`config.mk`:
```
export PLATFORM = sky130hd
export DESIGN_NAME = adc_ladder_key_press_detector
export DESIGN_NICKNAME = d
export VERILOG_FILES = /design/src/rtl/core/akpd_pkg.sv /design/src/rtl/core/akpd_classify.sv /design/src/rtl/core/akpd_tracker.sv /design/src/rtl/core/adc_ladder_key_press_detector.sv
export SDC_FILE = /design/constraint.sdc
export NUM_CORES = 1
export LEC_CHECK = 0
export BUFFER_PORTS_ARGS = -buffer_cell sky130_fd_sc_hd__buf_4
export CAP_MARGIN = 5
export CORE_ASPECT_RATIO = 1.75
export CORE_MARGIN = 4
export CORE_UTILIZATION = 60
export CTS_CLUSTER_SIZE = 14
export DETAILED_ROUTE_END_ITERATION = 12
export PLACE_DENSITY = 0.79
export SYNTH_ARGS = -nofsm -noshare
export SYNTH_HDL_FRONTEND = slang
export SYNTH_HIERARCHICAL = 1
export SYNTH_SLANG_ARGS = --single-unit
```
`constraint.sdc`:
```
create_clock -name clk_i -period 13 [get_ports clk_i]
set_input_delay 0 -clock clk_i [delete_from_list [all_inputs] [get_ports clk_i]]
set_output_delay 0 -clock clk_i [all_outputs]
set_load 0.1 [all_outputs]
```
`src/rtl/core/akpd_pkg.sv`:
```
package akpd_pkg;

  localparam int unsigned AdcW  = 10;
  localparam int unsigned TimeW = 32;
  localparam int unsigned HoldW = 16;
  localparam int unsigned KeyW  = 2;
  localparam int unsigned CfgAddrW = 3;
  localparam int unsigned CfgDataW = 16;

  localparam logic [KeyW-1:0] KEY_0  = 2'd0;
  localparam logic [KeyW-1:0] KEY_1  = 2'd1;
  localparam logic [KeyW-1:0] KEY_2  = 2'd2;
  localparam logic [KeyW-1:0] NO_KEY = 2'd3;

  localparam logic MODE_DEFAULT = 1'b0;
  localparam logic MODE_BRIGHT  = 1'b1;

  typedef enum logic [CfgAddrW-1:0] {
    REG_KEY0_LOW  = 3'd0,
    REG_KEY0_HIGH = 3'd1,
    REG_KEY1_LOW  = 3'd2,
    REG_KEY1_HIGH = 3'd3,
    REG_KEY2_LOW  = 3'd4,
    REG_KEY2_HIGH = 3'd5,
    REG_LONG_MS   = 3'd6,
    REG_POLL_MS   = 3'd7
  } cfg_reg_e;

  localparam logic [AdcW-1:0]  KEY0_LOW_RST  = 10'd214;
  localparam logic [AdcW-1:0]  KEY0_HIGH_RST = 10'd254;
  localparam logic [AdcW-1:0]  KEY1_LOW_RST  = 10'd19;
  localparam logic [AdcW-1:0]  KEY1_HIGH_RST = 10'd50;
  localparam logic [AdcW-1:0]  KEY2_LOW_RST  = 10'd680;
  localparam logic [AdcW-1:0]  KEY2_HIGH_RST = 10'd800;
  localparam logic [HoldW-1:0] LONG_MS_RST   = 16'd1000;
  localparam logic [AdcW-1:0]  POLL_MS_RST   = 10'd10;

  typedef struct packed {
    logic [AdcW-1:0]  key0_low;
    logic [AdcW-1:0]  key0_high;
    logic [AdcW-1:0]  key1_low;
    logic [AdcW-1:0]  key1_high;
    logic [AdcW-1:0]  key2_low;
    logic [AdcW-1:0]  key2_high;
    logic [HoldW-1:0] long_ms;
    logic [AdcW-1:0]  poll_ms;
  } akpd_cfg_t;

  typedef struct packed {
    logic            valid;
    logic [KeyW-1:0] key;
    logic            long_press;
    logic            event_mode;
    logic            mode_after;
  } akpd_event_t;

endpackage

```
`src/rtl/core/akpd_classify.sv`:
```
module akpd_classify (
  input  logic [akpd_pkg::AdcW-1:0] sample_i,
  input  akpd_pkg::akpd_cfg_t       cfg_i,
  output logic [akpd_pkg::KeyW-1:0] key_o
);
  import akpd_pkg::*;

  logic hit0, hit1, hit2;

  // exclusive bounds on both sides
  assign hit0 = (sample_i > cfg_i.key0_low) && (sample_i < cfg_i.key0_high);
  assign hit1 = (sample_i > cfg_i.key1_low) && (sample_i < cfg_i.key1_high);
  assign hit2 = (sample_i > cfg_i.key2_low) && (sample_i < cfg_i.key2_high);

  // key 2 has priority, then key 0, then key 1
  always_comb begin
    if (hit2) begin
      key_o = KEY_2;
    end else if (hit0) begin
      key_o = KEY_0;
    end else if (hit1) begin
      key_o = KEY_1;
    end else begin
      key_o = NO_KEY;
    end
  end

endmodule

```
`src/rtl/core/akpd_tracker.sv`:
```
module akpd_tracker (
  input  logic                       clk_i,
  input  logic                       rst_ni,
  input  logic                       step_i,
  input  logic [akpd_pkg::AdcW-1:0]  sample_i,
  input  logic [akpd_pkg::TimeW-1:0] now_i,
  input  akpd_pkg::akpd_cfg_t        cfg_i,
  output akpd_pkg::akpd_event_t      event_o
);
  import akpd_pkg::*;

  logic [TimeW-1:0] last_poll_q, last_poll_d;
  logic [TimeW-1:0] press_start_q, press_start_d;
  logic [KeyW-1:0]  held_key_q, held_key_d;
  logic             long_rep_q, long_rep_d;
  logic             mode_q, mode_d;

  logic [KeyW-1:0]  key;
  logic [TimeW-1:0] since_poll;
  logic [TimeW-1:0] hold_time;
  logic             early;
  logic             press, release_ev, short_ev, long_ev;

  akpd_classify u_classify (
    .sample_i (sample_i),
    .cfg_i    (cfg_i),
    .key_o    (key)
  );

  assign since_poll = now_i - last_poll_q;
  assign hold_time  = now_i - press_start_q;
  assign early      = since_poll < {{(TimeW-AdcW){1'b0}}, cfg_i.poll_ms};

  assign press      = (key != NO_KEY) && (held_key_q == NO_KEY);
  assign release_ev = (key == NO_KEY) && (held_key_q != NO_KEY);
  assign short_ev   = release_ev && !long_rep_q &&
                      (hold_time <= {{(TimeW-HoldW){1'b0}}, cfg_i.long_ms});
  // a fresh press has no held key yet, so it can never be long in the same poll
  assign long_ev    = (key != NO_KEY) && (key == held_key_q) && !long_rep_q &&
                      (hold_time > {{(TimeW-HoldW){1'b0}}, cfg_i.long_ms});

  always_comb begin
    event_o            = '0;
    event_o.valid      = step_i && !early && (short_ev || long_ev);
    event_o.key        = held_key_q;
    event_o.long_press = long_ev;
    event_o.event_mode = mode_q;
    event_o.mode_after = mode_q;
    if (held_key_q == KEY_0) begin
      event_o.mode_after = long_ev ? MODE_DEFAULT : MODE_BRIGHT;
    end
  end

  always_comb begin
    last_poll_d   = last_poll_q;
    press_start_d = press_start_q;
    held_key_d    = held_key_q;
    long_rep_d    = long_rep_q;
    mode_d        = mode_q;
    if (step_i && !early) begin
      last_poll_d = now_i;
      if (press) begin
        held_key_d    = key;
        press_start_d = now_i;
        long_rep_d    = 1'b0;
      end
      if (release_ev) begin
        held_key_d = NO_KEY;
      end
      if (long_ev) begin
        long_rep_d = 1'b1;
      end
      if (event_o.valid) begin
        mode_d = event_o.mode_after;
      end
    end
  end

  always_ff @(posedge clk_i or negedge rst_ni) begin
    if (!rst_ni) begin
      last_poll_q   <= '0;
      press_start_q <= '0;
      held_key_q    <= NO_KEY;
      long_rep_q    <= 1'b0;
      mode_q        <= MODE_DEFAULT;
    end else begin
      last_poll_q   <= last_poll_d;
      press_start_q <= press_start_d;
      held_key_q    <= held_key_d;
      long_rep_q    <= long_rep_d;
      mode_q        <= mode_d;
    end
  end

`ifndef NO_ASSERTIONS
  a_event_has_key: assert property (@(posedge clk_i) disable iff (!rst_ni)
    event_o.valid |-> event_o.key != NO_KEY)
    else $error("event raised without a held key");

  a_long_marks: assert property (@(posedge clk_i) disable iff (!rst_ni)
    (event_o.valid && event_o.long_press) |=> long_rep_q)
    else $error("long press not recorded");

  a_short_clears: assert property (@(posedge clk_i) disable iff (!rst_ni)
    (event_o.valid && !event_o.long_press) |=> held_key_q == NO_KEY)
    else $error("short press left a key held");

  a_early_holds: assert property (@(posedge clk_i) disable iff (!rst_ni)
    (step_i && early) |=> ($stable(last_poll_q) && $stable(held_key_q) &&
                           $stable(mode_q)))
    else $error("early sample changed state");

  a_mode_only_on_event: assert property (@(posedge clk_i) disable iff (!rst_ni)
    !event_o.valid |=> $stable(mode_q))
    else $error("mode changed without an event");
`endif

endmodule

```
`src/rtl/core/adc_ladder_key_press_detector.sv`:
```
// Resistor-ladder keypad press detector.
// Input stream: one transaction per ADC poll, carrying the 10-bit ladder
// sample and a 32-bit millisecond timestamp. Samples closer than the poll
// interval to the last accepted poll are dropped silently.
// Output stream: one transaction per key event, short press on release or
// long press once while held, with the keyboard mode before and after it.
// Configuration: eight registers written through cfg_we_i/cfg_addr_i/
// cfg_wdata_i; write them only while no transaction is in flight.
// An event is computed from the input register and registered in the output
// register. Throughput: one input transaction per cycle while the output
// register is free, set by the single input register feeding the state update.
// Stall: while the output register holds an event that m_axis_tready has
// not taken, the item in the input register waits and s_axis_tready stays
// low once that register is full.
// Reset: registers return to their default windows and thresholds, no key
// is held, the mode is default and both stream registers are emptied.
module adc_ladder_key_press_detector (
  input  logic                          clk_i,
  input  logic                          rst_ni,
  // configuration write port
  input  logic                          cfg_we_i,
  input  logic [akpd_pkg::CfgAddrW-1:0] cfg_addr_i,
  input  logic [akpd_pkg::CfgDataW-1:0] cfg_wdata_i,
  // input stream
  input  logic                          s_axis_tvalid,
  output logic                          s_axis_tready,
  input  logic [47:0]                   s_axis_tdata,  // adc_sample[9:0], now_ms[41:10]
  // output stream
  output logic                          m_axis_tvalid,
  input  logic                          m_axis_tready,
  output logic [7:0]                    m_axis_tdata,  // event_key[1:0], event_mode[2],
                                                       // mode_after[3]
  output logic                          m_axis_tuser   // long_press
);
  import akpd_pkg::*;

  akpd_cfg_t        cfg_q;
  logic             in_valid_q;
  logic [AdcW-1:0]  in_sample_q;
  logic [TimeW-1:0] in_now_q;
  logic             out_valid_q;
  akpd_event_t      out_q;
  akpd_event_t      evt;
  logic             out_free, step;

  // configuration registers
  always_ff @(posedge clk_i or negedge rst_ni) begin
    if (!rst_ni) begin
      cfg_q.key0_low  <= KEY0_LOW_RST;
      cfg_q.key0_high <= KEY0_HIGH_RST;
      cfg_q.key1_low  <= KEY1_LOW_RST;
      cfg_q.key1_high <= KEY1_HIGH_RST;
      cfg_q.key2_low  <= KEY2_LOW_RST;
      cfg_q.key2_high <= KEY2_HIGH_RST;
      cfg_q.long_ms   <= LONG_MS_RST;
      cfg_q.poll_ms   <= POLL_MS_RST;
    end else if (cfg_we_i) begin
      unique case (cfg_reg_e'(cfg_addr_i))
        REG_KEY0_LOW:  cfg_q.key0_low  <= cfg_wdata_i[AdcW-1:0];
        REG_KEY0_HIGH: cfg_q.key0_high <= cfg_wdata_i[AdcW-1:0];
        REG_KEY1_LOW:  cfg_q.key1_low  <= cfg_wdata_i[AdcW-1:0];
        REG_KEY1_HIGH: cfg_q.key1_high <= cfg_wdata_i[AdcW-1:0];
        REG_KEY2_LOW:  cfg_q.key2_low  <= cfg_wdata_i[AdcW-1:0];
        REG_KEY2_HIGH: cfg_q.key2_high <= cfg_wdata_i[AdcW-1:0];
        REG_LONG_MS:   cfg_q.long_ms   <= cfg_wdata_i[HoldW-1:0];
        REG_POLL_MS:   cfg_q.poll_ms   <= cfg_wdata_i[AdcW-1:0];
        default:       cfg_q           <= cfg_q;
      endcase
    end
  end

  // advance the held item when the output register can take a result
  assign out_free      = !out_valid_q || m_axis_tready;
  assign step          = in_valid_q && out_free;
  assign s_axis_tready = !in_valid_q || out_free;

  always_ff @(posedge clk_i or negedge rst_ni) begin
    if (!rst_ni) begin
      in_valid_q <= 1'b0;
    end else if (s_axis_tready) begin
      in_valid_q <= s_axis_tvalid;
    end
  end

  always_ff @(posedge clk_i) begin
    if (s_axis_tready && s_axis_tvalid) begin
      in_sample_q <= s_axis_tdata[AdcW-1:0];
      in_now_q    <= s_axis_tdata[AdcW+TimeW-1:AdcW];
    end
  end

  akpd_tracker u_tracker (
    .clk_i    (clk_i),
    .rst_ni   (rst_ni),
    .step_i   (step),
    .sample_i (in_sample_q),
    .now_i    (in_now_q),
    .cfg_i    (cfg_q),
    .event_o  (evt)
  );

  always_ff @(posedge clk_i or negedge rst_ni) begin
    if (!rst_ni) begin
      out_valid_q <= 1'b0;
    end else if (out_free) begin
      out_valid_q <= evt.valid;
    end
  end

  always_ff @(posedge clk_i) begin
    if (out_free && evt.valid) begin
      out_q <= evt;
    end
  end

  assign m_axis_tvalid = out_valid_q;
  assign m_axis_tdata  = {4'b0000, out_q.mode_after, out_q.event_mode, out_q.key};
  assign m_axis_tuser  = out_q.long_press;

endmodule
```
==> run summary, run 1 <==
Global Route met3 Usage -> 3.38%
Hold_sp -> cfg_addr_i[1]
WP data required -> 13.20 ns
Clock root cell -> clkbuf_16
Vias in the first global route -> 11700
CP dominant cell by count -> or4_1
CP cell instances -> ha_1 -> a21oi_1 -> nand2_1 -> a41o_1 -> a41o_1 -> a31oi_1 -> o21bai_1 -> a21oi_1 -> xnor2_1 -> ha_1 -> nand4_1 -> or4_1 -> nand2_1 -> nand4b_1 -> or4_1 -> or4_1 -> nor4_2 -> and4_1 -> o21a_1 -> and2_1
Max Fclk -> 169 MHz
Reg-to-reg endpoint -> m_axis_tdata[3]$_DFFE_PP_
Die Y -> 211 um
Fin nets -> 1685
Pwr dens -> 202 nW/um^2
Maximum clock insertion buffer count -> 3
Row count -> 74
Max Cap Violations -> 0
Port buffer count -> 72
CP Buf/Inv Count -> 0
Slew HR -> 17.3%
Global-route wire length before repair -> 59300 um
H-Tree Depth -> 1
Clk pwr share -> 18.3%
Boundary Pins -> 83
Setup violation total in the final timing report -> 0
Post-synth EDFFs -> 47
Tmin final -> 5.92 ns
Synthesized area -> 14100 sq um
Hold Path Depth -> 3
Util after Layout -> 69.1%
DP Wirelength -> 26400 um
CP max stage cell -> or4_1
Max incr delay on CP -> 0.51 ns
Setup TNS -> 0 ns
Antenna-violating nets left -> 0
Die width -> 124 um
Leading cell type in the layout, fill and taps excluded -> inv_1
Most frequent cells in the layout -> inv_1, ha_1, dfrtp_1
Ratio of cells with drive above 1 in the final layout -> 17.4%
Synth top area cells -> dfrtp_1, ha_1, edfxtp_1
Post-synthesis cell count -> 1351
Yosys top cell area share -> 21.4%
Crit Path Class -> reg -> reg
CTS Buf Count -> 21
Cts repair resizes -> 0
Seq/Total Area, Yosys -> 38.0%
CTS Sinks -> 203
Clock Skew -> 0.0151 ns
Largest net degree at the start of global routing -> 87
Initial antenna violation count -> 0
Yosys reg bits -> 203
Via density -> 6.04
Area growth syn-to-layout -> 13.7%
LEAKAGE -> 7.54 nW
Power Internal -> 1.91 mW
Tot GR Track Use -> 29.0%
Max Slew Vio Count -> 0
Met2 Use GR -> 52.4%
Crit share post-route -> 45.6%
GRT Residual Overflow -> 0
RSZ-0062 raised after global routing -> no
Ys Warns -> 6
Reg-to-Reg Start -> in_now_q[7]$_DFFE_PP_
Switching share of power -> 41.1%
Maximum VDD drop -> 0.139 mV
R2r setup slk -> 7.08 ns
# diodes -> 0
Nature of the critical path endpoint -> flip-flop
Outcome -> finished, final reports clean
Starting Density -> 60.8%
Crit Path Max Fanout -> 7
Core Region -> 23200 sq um
FFs w/ async S/R, synth -> 76.8%
Worst Tran Pin Value -> 1.24 ns
Pre-antenna DRT Iters -> 6
Final wirelength -> 36800 um
Final hold violation count -> 0
Min-Delay Path Class -> in -> reg
Pwr Total -> 3.24 mW
Post-DR wirelength/cell -> 20.6 um
Worst-Skew Late Latency -> 0.52 ns
Sequential group share of total power -> 29.2%
Worst Path Arrival -> 6.13 ns
Fin worst setup slack -> 7.08 ns
Netlist cell types -> 92
DR vias -> 10800
Top_reg_cell synth -> dfrtp_1
Critical path startpoint category -> flip-flop
Global route hottest layer -> met2
Largest area contributor in the netlist -> dfrtp_1
Worst reg2reg path depth -> 20
Hold Path End -> cfg_q[84]$_DFFE_PN0P_
DIE AREA -> 26100 sq um
Gp weighted congestion -> 0.919
Average cell area after synthesis -> 10.5 sq um
Placed Cells -> 1681
CTS tree -> done
Clock-pin slew on the worst setup and hold paths -> 0.06 ns
Combinational power share -> 52.5%
Iteration-0 DRC count of the detailed router -> 678
Fin cells -> 1784
Grt met1 use -> 30.6%
Pre-CTS WS -> 7.17 ns
Sw Pwr -> 1.33 mW
DRC Markers -> 0
CP delay by family, top -> simple AND/OR/NAND/NOR gates
[cell type report]
cell class	instances	area (sq um)
fill	1740	7190
clock inverter	9	78.8
multi-input combinational	929	7790
sequential	203	5360
clock buffer	29	586
inverter	169	634
timing repair buffer	141	1220
tap	304	380
[registers in the layout (all words and copies together) (netlist names)]
signal and flops:
u_tracker/held_key_q 2, m_axis_tdata 4, m_axis_tvalid 1, u_tracker/long_rep_q 1
m_axis_tuser 1, u_tracker/mode_q 1, cfg_q 86, in_now_q 32
in_valid_q 1, u_tracker/press_start_q 32, in_sample_q 10, u_tracker/last_poll_q 32
[synth_stat cells, types with 9 or more instances]
cell      number
o21a_1        15
buf_2         11
nand3_1       30
o21ai_0       48
nand2_1       72
inv_1        169
nand2b_1      16
dfstp_2       35
nand4_1       23
o31ai_1        9
dfrtp_1      121
edfxtp_1      47
xnor2_1       21
o211ai_1      17
buf_4         10
ha_1         146
a21o_1        32
xor2_1        19
mux2_4        65
clkbuf_1      18
a21oi_1       84
nor3_1        10
mux2_2        25
a31oi_1       12
nor2_1        57
mux2_1        55
[worst min-delay path, cell delays in order]
cell	delay, ns
buf_4	0.15
nor4b_2	0.15
mux2_1	0.23
[cells by family (layout without fill, tap and decap cells)]
kind of cell             count (synthesis)  in the layout  synth area share [%]
flip-flops                             203            203                  38.0
AND/OR/NAND/NOR                        277            277                  10.6
buffers and inverters                  222            348                  7.03
other                                    1              4                0.0266
adder cells (fa/ha/maj)                148            148                  13.2
XOR/XNOR                                40             40                  2.48
AO/OA/AOI/OAI                          309            309                  15.0
multiplexers                           151            151                  13.7
[per-layer routing]
layer | vias up | share of wire [%]
met5 | - | 0
met1 | 5248 | 36
li1 | 5090 | -
met4 | 0 | 8.2
met3 | 127 | 3.8
met2 | 317 | 52
[power by group through the flow]
stage	Clock (mW)	Sequential, mW	Combinational (mW)
after floorplan	0	0.939	1.27
after global placement	0	0.942	1.61
after detailed placement	0	0.949	1.65
after CTS	0.604	0.942	1.68
after global routing	0.632	0.966	1.89
final	0.593	0.944	1.70
[through the flow]
step | instance area [sq um] | hold WS [ns]
CTS | 16100 | 0.0300
floorplan | 14100 | -0.296
global route | 16100 | 0.0700
finish | 16100 | 0.0488
detailed placement | 14700 | 0.108
global placement | 14700 | 0.0961
[what timing repair did]
item / in CTS / in global routing
setup buffers: 0 / 0
hold endpoints to repair: 204 / 0
hold buffers: 65 / 0
[how the worst max path moves through the flow]
stage,startpoint,end,slack (ns),depth (start not counted)
3_3_place_gp,in_now_q[7]$_DFFE_PP_,m_axis_tdata[0]$_DFFE_PP_,7.22,20
4_1_cts,in_now_q[7]$_DFFE_PP_,m_axis_tdata[0]$_DFFE_PP_,7.11,20
6_report,in_now_q[7]$_DFFE_PP_,m_axis_tdata[3]$_DFFE_PP_,7.08,20
2_1_floorplan,in_now_q[7]$_DFFE_PP_,m_axis_tdata[0]$_DFFE_PP_,7.95,21
3_5_place_dp,in_now_q[7]$_DFFE_PP_,m_axis_tdata[3]$_DFFE_PP_,7.17,20
5_1_grt,in_now_q[3]$_DFFE_PP_,u_tracker/press_start_q[31]$_DFFE_PN0P_,6.69,18
Power figures use the tool's default switching activity.
==> run 2, diff against run 1 <==
ABC_AREA = 1   (was not set)
CORE_UTILIZATION = 57   (was 60)
PLACE_DENSITY = 0.78   (was 0.79)
clock period = 5.3 ns   (was 13 ns; I/O delays follow)
==> run 2 against run 1 <==
  * Register-to-register slack got worse by 6.5 ns
  * Via count increased by 34%
  * Critical path type unchanged
  * Largest cell class unchanged
  * Cell count increased by 59%
  * Fmax increased by 26%
  * Clock power increased to 2.5 times the previous value
  * Worst hold slack about the same
  * Core utilization decreased by 3.2 points
  * Synthesized cell count increased by 71%
  * Non-clock buffer count increased by 12
  * Power increased to 2.7 times the previous value
  * Sequential power increased by 140%
  * Combinational power increased to 2.8 times the previous value
  * Critical endpoint is now m_axis_tdata[2]$_DFFE_PP_
==> run summary, run 2 <==
Iteration-0 DRC count of the detailed router -> 751 (+11%)
Ys Warns -> 6 (unchanged)
Fin nets -> 2675 (+59%)
Pre-antenna DRT Iters -> 5 (-1)
Vias in the first global route -> 14400 (+23%)
Antenna-violating nets left -> 0 (unchanged)
Average cell area after synthesis -> 6.75 sq um (-35%)
Placed Cells -> 2726 (+62%)
CTS Buf Count -> 21 (unchanged)
Max reg flops -> 86 (unchanged)
Maximum clock insertion buffer count -> 3 (unchanged)
Largest net degree at the start of global routing -> 100 (+15%)
Most frequent cells in the layout -> nand2_1, inv_1, ha_1
# diodes -> 0 (unchanged)
Sequential group share of total power -> 26.7% (-2.5 points)
Combinational power share -> 56.0% (+3.5 points)
Nature of the critical path endpoint -> flip-flop
Gp weighted congestion -> 0.953 (+3.7%)
H-Tree Depth -> 1 (unchanged)
Worst Tran Pin Value -> 0.960 ns (-0.277 ns)
CTS Sinks -> 203 (unchanged)
Yosys reg bits -> 203 (unchanged)
Clock Skew -> 0.00923 ns (-0.00587 ns)
Reg-to-Reg Start -> in_now_q[0]$_DFFE_PP_
Max Fclk -> 212 MHz (+26%)
Slew HR -> 36.0% (+19 points)
Leading cell type in the layout, fill and taps excluded -> nand2_1
DR vias -> 14400 (+34%)
Post-synthesis xor/xnor area fraction -> 1.46% (-1.0 points)
Worst Path Arrival -> 4.88 ns (-1.25 ns)
Outcome -> finished, final reports clean
Post-synthesis cell count -> 2315 (+71%)
Simple-Gate Fraction of Synth Area -> 35.3% (+25 points)
Top-count cell post-synth -> nand2_1
Initial antenna violation count -> 0 (unchanged)
Synth Area in Compound Gates -> 4.09% (-11 points)
Crit Path Class -> reg -> reg
Critical path startpoint category -> flip-flop
Post-synth top cells -> nand2_1, inv_1, ha_1
CTS tree -> done
DIE AREA -> 30200 sq um (+16%)
Min-Delay Path Class -> in -> reg
Setup TNS -> 0 ns (unchanged)
Area growth syn-to-layout -> 14.2%
Clk pwr share -> 17.4% (-0.9 points)
Adder-cell share of the synthesized area -> 11.9% (-1.3 points)
Ratio of cells with drive above 1 in the final layout -> 10.0% (-7.4 points)
Post-DR wirelength/cell -> 15.6 um (-24%)
CP Launch Point -> in_now_q[0]$_DFFE_PP_
Post-synth EDFFs -> 47 (unchanged)
Fin cells -> 2838 (+59%)
Starting Density -> 57.6% (-3.1 points)
GRT Residual Overflow -> 0 (unchanged)
Synthesized area -> 15600 sq um (+11%)
Crit Path Max Fanout -> 5 (-2)
Die width -> 133 um (+7.4%)
Port buffer count -> 72 (unchanged)
DP Wirelength -> 33500 um (+27%)
Hold_sp -> cfg_we_i
Tmin final -> 4.71 ns (-1.21 ns)
Top_reg_cell synth -> dfrtp_1
Tot GR Track Use -> 29.5% (+0.49 points)
Pwr dens -> 484 nW/um^2 (+140%)
Netlist cell types -> 46 (-50%)
Seq/Total Area, Yosys -> 34.3% (-3.7 points)
Synth top area cells -> nand2_1, dfrtp_1, ha_1
Mux contribution to synthesized area -> 0% (-14 points)
Final wirelength -> 44400 um (+21%)
Final hold violation count -> 0 (unchanged)
Die Y -> 227 um (+7.7%)
RSZ-0062 raised after global routing -> no
WP data required -> 5.47 ns (-7.73 ns)
Biggest register -> cfg_q
Crit share post-route -> 88.9% (+43 points)
Row count -> 80 (+8.1%)
Fill cells -> 2333 (+34%)
Setup violation total in the final timing report -> 0 (unchanged)
Global-route wire length before repair -> 71100 um (+20%)
Hold_ws -> 0.0489 ns (+0.0000733 ns)
Yosys top cell area share -> 22.7% (+1.3 points)
LEAKAGE -> 10.0 nW (+33%)
Clock root cell -> clkbuf_16
Combinational family with the most area after synthesis -> simple AND/OR/NAND/NOR gates
Maximum VDD drop -> 0.325 mV (+130%)
FFs w/ async S/R, synth -> 76.8% (unchanged)
Worst-Skew Late Latency -> 0.51 ns (about the same)
Setup bufs post-CTS -> 0 (unchanged)
Max Slew Vio Count -> 0 (unchanged)
Largest area contributor in the netlist -> nand2_1
DRC Markers -> 0 (unchanged)
Cts repair resizes -> 0 (unchanged)
Core Region -> 27100 sq um (+17%)
Boundary Pins -> 83 (unchanged)
Max Cap Violations -> 0 (unchanged)
Power Internal -> 4.62 mW (+140%)
Clock-pin slew on the worst setup and hold paths -> 0.06 ns (about the same)
Via density -> 5.07 (-16%)
Switching share of power -> 46.6% (+5.4 points)
Sw Pwr -> 4.03 mW (+200%)
## run 2: cell types whose count changed after synthesis, moves of 41 or more
cell     delta
nand2_1   +875
nand3_1    +95
nor2_1     +64
mux2_4     -65
inv_1     +270
nand2_2    +41
mux2_1     -55
## run 2: per-layer routing
layer | global-route usage (%) | vias to the layer above | part of all wire (%)
met2 | 56.4 | 411 | 53
li1 | - | 7286 | -
met5 | 0 | - | 0
met3 | 3.52 | 159 | 4.2
met4 | 20.3 | 0 | 8.0
met1 | 29.6 | 6545 | 35
## run 2: cell families after synthesis
kind of cell             Yosys count
buffers and inverters            502
flip-flops                       203
other                              1
AND/OR/NAND/NOR                 1317
AO/OA/AOI/OAI                    118
adder cells (fa/ha/maj)          148
XOR/XNOR                          26
## run 2: power by group through the flow
| stage | logic (mW) | registers (mW) | clock network [mW] |
|---|---|---|---|
| after floorplan | 3.58 | 2.32 | 0 |
| after global placement | 4.60 | 2.31 | 0 |
| after detailed placement | 4.73 | 2.33 | 0 |
| after CTS | 4.82 | 2.31 | 1.53 |
| after global routing | 5.51 | 2.36 | 1.60 |
| final | 4.84 | 2.31 | 1.50 |
## run 2: stage by stage
step	total power, mW	worst slack (ns)	area (sq um)	util, %
floorplan	5.90	1.83	15600	-
global placement	6.91	0.761	16400	60.5
detailed placement	7.06	0.636	16400	60.5
CTS	8.66	0.610	17900	65.8
global route	9.46	0.232	17900	65.8
finish	8.65	0.590	17900	65.8
## run 2: layout make-up
type	count	area, sq um	share of cell area (%)
Sequential cell	203	5360	30.0
Tap cell	369	462	2.59
Clock buffer	26	544	3.05
Multi-Input combinational cell	1613	8270	46.3
Timing Repair Buffer	153	1340	7.51
Clock inverter	11	139	0.778
Inverter	463	1740	9.73
## run 2: final timing paths
path                                             end  cells after the start  slack [ns]
min reg2reg                    cfg_q[43]$_DFFE_PN1P_                      2        0.46
min                            cfg_q[35]$_DFFE_PN1P_                      5        0.05
min in group asynchronous      cfg_q[44]$_DFFE_PN0P_                      2        0.15
max in group asynchronous      cfg_q[65]$_DFFE_PN0P_                      3        3.82
max reg2reg                m_axis_tdata[2]$_DFFE_PP_                     26        0.59
max                        m_axis_tdata[2]$_DFFE_PP_                     26        0.59
## run 2: timing repair
action                     4_1_cts  5_1_grt
hold buffers                    75        0
hold endpoints to repair       214        0
setup endpoints to repair        0        0
## run 2: worst max-delay path: stages (launching register included)
cell      delay, ns
edfxtp_1       0.34
inv_1          0.08
ha_1           0.24
fa_1           0.43
inv_1          0.14
nand2_1        0.06
nand2_1        0.07
and2_1         0.20
nand2_1        0.07
nand2_1        0.10
xor2_1         0.23
ha_1           0.28
nand4_1        0.14
a21oi_1        0.06
nor2_1         0.10
nand2_1        0.06
nand2_1        0.09
nand3_1        0.08
nor2_1         0.08
nand2_1        0.06
nor2_1         0.53
nand2_1        0.16
nand2_1        0.10
nand2_1        0.05
nor2_1         0.19
inv_1          0.08
nor2_1         0.34
==> run 3, diff against run 2 <==
ABC_AREA = not set   (was 1)
CORE_UTILIZATION = 56   (was 57)
PLACE_DENSITY = 0.77   (was 0.78)
TNS_END_PERCENT = 10   (was not set)
==> run 3 against run 2 <==
  * Sequential power hardly changed
  * Cell count down 35%
  * Highest routed layer unchanged
  * Combinational power shrank 4.8%
  * Largest power group unchanged
  * Core utilization grew 2.1 points
  * Non-clock buffer count is 42 higher
  * Clock skew about the same
==> run summary, run 3 (same netlist as run 1, synthesis figures left out) <==
Crit Path Max Fanout -> 8 (+3)
Min-Delay Path Class -> in -> reg
Util after Layout -> 67.9% (+2.1 points)
Most frequent cells in the layout -> inv_1, ha_1, buf_4
Die Y -> 218 um (-4.0%)
CTS Buf Count -> 22 (+4.8%)
Slew HR -> 40.3% (+4.3 points)
Nature of the critical path endpoint -> flip-flop
Vias in the first global route -> 11600 (-19%)
Outcome -> finished, final reports clean
LEAKAGE -> 7.88 nW (-21%)
Setup violation total in the final timing report -> 0 (unchanged)
Initial antenna violation count -> 0 (unchanged)
Starting Density -> 57.1% (-0.52 points)
CP delay by family, top -> simple AND/OR/NAND/NOR gates
Register area -> 5360 sq um (unchanged)
Clock Skew -> 0.00899 ns (-0.000244 ns)
Placed Cells -> 1733 (-36%)
Area growth syn-to-layout -> 18.9%
Final wirelength -> 37900 um (-15%)
Maximum VDD drop -> 0.366 mV (+13%)
Global-route wire length before repair -> 60200 um (-15%)
CP Buf/Inv Count -> 1 (-2)
GRT Residual Overflow -> 0 (unchanged)
Clk pwr share -> 18.1% (+0.7 points)
Via density -> 6.01 (+18%)
Area of the multi-input gates -> 8030 sq um (-3.0%)
Sequential group share of total power -> 27.4% (+0.7 points)
Pre-antenna DRT Iters -> 5 (unchanged)
Maximum clock insertion buffer count -> 3 (unchanged)
RSZ-0062 raised after global routing -> yes
Boundary Pins -> 83 (unchanged)
Antenna-violating nets left -> 0 (unchanged)
CP max stage cell -> or4_1
Row count -> 76 (-5.0%)
DRC Markers -> 0 (unchanged)
DIE AREA -> 27900 sq um (-7.7%)
H-Tree Depth -> 1 (unchanged)
Leading cell type in the layout, fill and taps excluded -> inv_1
Gp weighted congestion -> 0.917 (-3.8%)
Ratio of cells with drive above 1 in the final layout -> 22.9% (+13 points)
Combinational power share -> 54.5% (-1.5 points)
Max Fclk -> 193 MHz (-9.2%)
CP cell instances -> ha_1 -> buf_4 -> nand3_1 -> nand2_1 -> a41o_1 -> a41o_1 -> a31oi_2 -> o21bai_1 -> a21oi_2 -> xnor2_2 -> ha_1 -> nand4_1 -> or4_1 -> nand2_1 -> nand4b_1 -> or4_1 -> or4_4 -> nor4_4 -> and4_1 -> o21a_1 -> and2_4
# diodes -> 0 (unchanged)
Iteration-0 DRC count of the detailed router -> 667 (-11%)
Clock-pin slew on the worst setup and hold paths -> 0.06 ns (about the same)
Tmin final -> 5.19 ns (+0.478 ns)
Critical path startpoint category -> flip-flop
DR vias -> 11100 (-23%)
Worst Path Arrival -> 5.42 ns (+0.54 ns)
Max Cap Violations -> 0 (unchanged)
Max reg flops -> 86 (unchanged)
Post-DP Area -> 15100 sq um (-8.0%)
Final hold violation count -> 0 (unchanged)
Die width -> 128 um (-3.9%)
Max Slew Vio Count -> 0 (unchanged)
Max incr delay on CP -> 0.48 ns (-0.05 ns)
Largest net degree at the start of global routing -> 93 (-7.0%)
Tot GR Track Use -> 27.1% (-2.4 points)
CTS tree -> done
Fill cells -> 1870 (-20%)
Design Area, Final -> 16800 sq um (-6.0%)
R2r setup slk -> 0.11 ns (-0.48 ns)
Sw Pwr -> 3.47 mW (-14%)
CTS Sinks -> 203 (unchanged)
Worst Tran Pin Value -> 0.896 ns (-0.0640 ns)
Fin nets -> 1740 (-35%)
Post-DR wirelength/cell -> 20.5 um (+31%)
Fin cells -> 1848 (-35%)
Crit share post-route -> 97.9% (+9.0 points)
Switching share of power -> 41.1% (-5.5 points)
Worst-Skew Late Latency -> 0.52 ns (about the same)
Setup TNS -> 0 ns (unchanged)
Pwr dens -> 504 nW/um^2 (+4.1%)
Power Internal -> 4.99 mW (+7.9%)
Port buffer count -> 72 (unchanged)
Pwr Total -> 8.46 mW (-2.2%)
WP data required -> 5.53 ns (+0.06 ns)
Core Region -> 24700 sq um (-8.9%)
Clock root cell -> clkbuf_16
Biggest register -> cfg_q
DP Wirelength -> 27800 um (-17%)
Crit Path Class -> reg -> reg
## run 3: changes by cell type in the layout (fill, tap and decap cells not counted), sizes merged, moves of 12 or more
cell / before / now
a21o: 5 / 32
a21oi: 63 / 87
a31oi: 0 / 12
buf: 78 / 131
inv: 458 / 171
mux2: 0 / 145
nand2: 991 / 73
nand2b: 0 / 16
nand3: 132 / 30
nor2: 149 / 57
o211ai: 1 / 17
o21a: 2 / 15
o21ai: 41 / 53
xnor2: 5 / 21
## run 3: layer usage
metal	up-vias	part of all wire, %	GRT usage [%]	wire, um
li1	5205	-	-	-
met2	319	55	52.3	20900
met5	-	0	0	0
met1	5472	35	27.8	13300
met4	0	6.3	15.2	2390
met3	110	3.5	2.82	1340
## run 3: cell type report
cell class              count  share of cell area [%]
multi-input cells         929                    47.8
flip-flops and latches    203                    31.9
repair buffers            195                    9.87
inverters                 169                    3.78
clock buffers              27                    3.64
well taps                 312                    2.33
clock inverters            13                   0.656
## run 3: what timing repair did
action,CTS,global route
gates resized for setup,4,43
cloned,0,0
hold buffers,64,0
endpoints found under the setup margin,64,76
pin swaps,0,14
hold endpoints to repair,213,0
buffers inserted,0,12
## run 3: path summary, 6_finish.rpt
path | depth (start not counted) | endpoint | from
worst min-delay path | 3 | cfg_q[2]$_DFFE_PN0P_ | cfg_addr_i[0]
min in group asynchronous | 2 | in_valid_q$_DFFE_PN0P_ | rst_ni
max in group asynchronous | 3 | cfg_q[25]$_DFFE_PN0P_ | rst_ni
worst max-delay path | 21 | m_axis_tuser$_DFFE_PP_ | in_now_q[10]$_DFFE_PP_
worst min register to register | 1 | cfg_q[75]$_DFFE_PN0P_ | cfg_q[75]$_DFFE_PN0P_
worst max register to register | 21 | m_axis_tuser$_DFFE_PP_ | in_now_q[10]$_DFFE_PP_
## run 3: through the flow
| step | setup WS [ns] | hold slack [ns] |
|---|---|---|
| 2_1_floorplan | 0.247 | -0.296 |
| 3_3_place_gp | 0.00758 | 0.117 |
| 3_5_place_dp | -0.0680 | 0.136 |
| 4_1_cts | 0.00105 | 0.0753 |
| 5_1_grt | -0.170 | 0.0980 |
| 6_report | 0.111 | 0.0893 |
## run 3: power groups by stage
stage / Clock [mW] / Sequential (mW) / Combinational [mW]
6_report: 1.53 / 2.32 / 4.61
5_1_grt: 1.64 / 2.37 / 5.06
4_1_cts: 1.57 / 2.32 / 4.33
3_5_place_dp: 0 / 2.33 / 4.25
3_3_place_gp: 0 / 2.32 / 4.14
2_1_floorplan: 0 / 2.30 / 3.12
## run 3: worst reg2reg max path: cells and delay by family (launching register included)
kind / cells / cell delay (ns)
buf+inv: 1 / 0.17
flops: 1 / 0.45
compound gates: 6 / 0.99
fa+ha+maj: 2 / 0.65
xor+xnor: 1 / 0.08
simple gates: 11 / 2.53
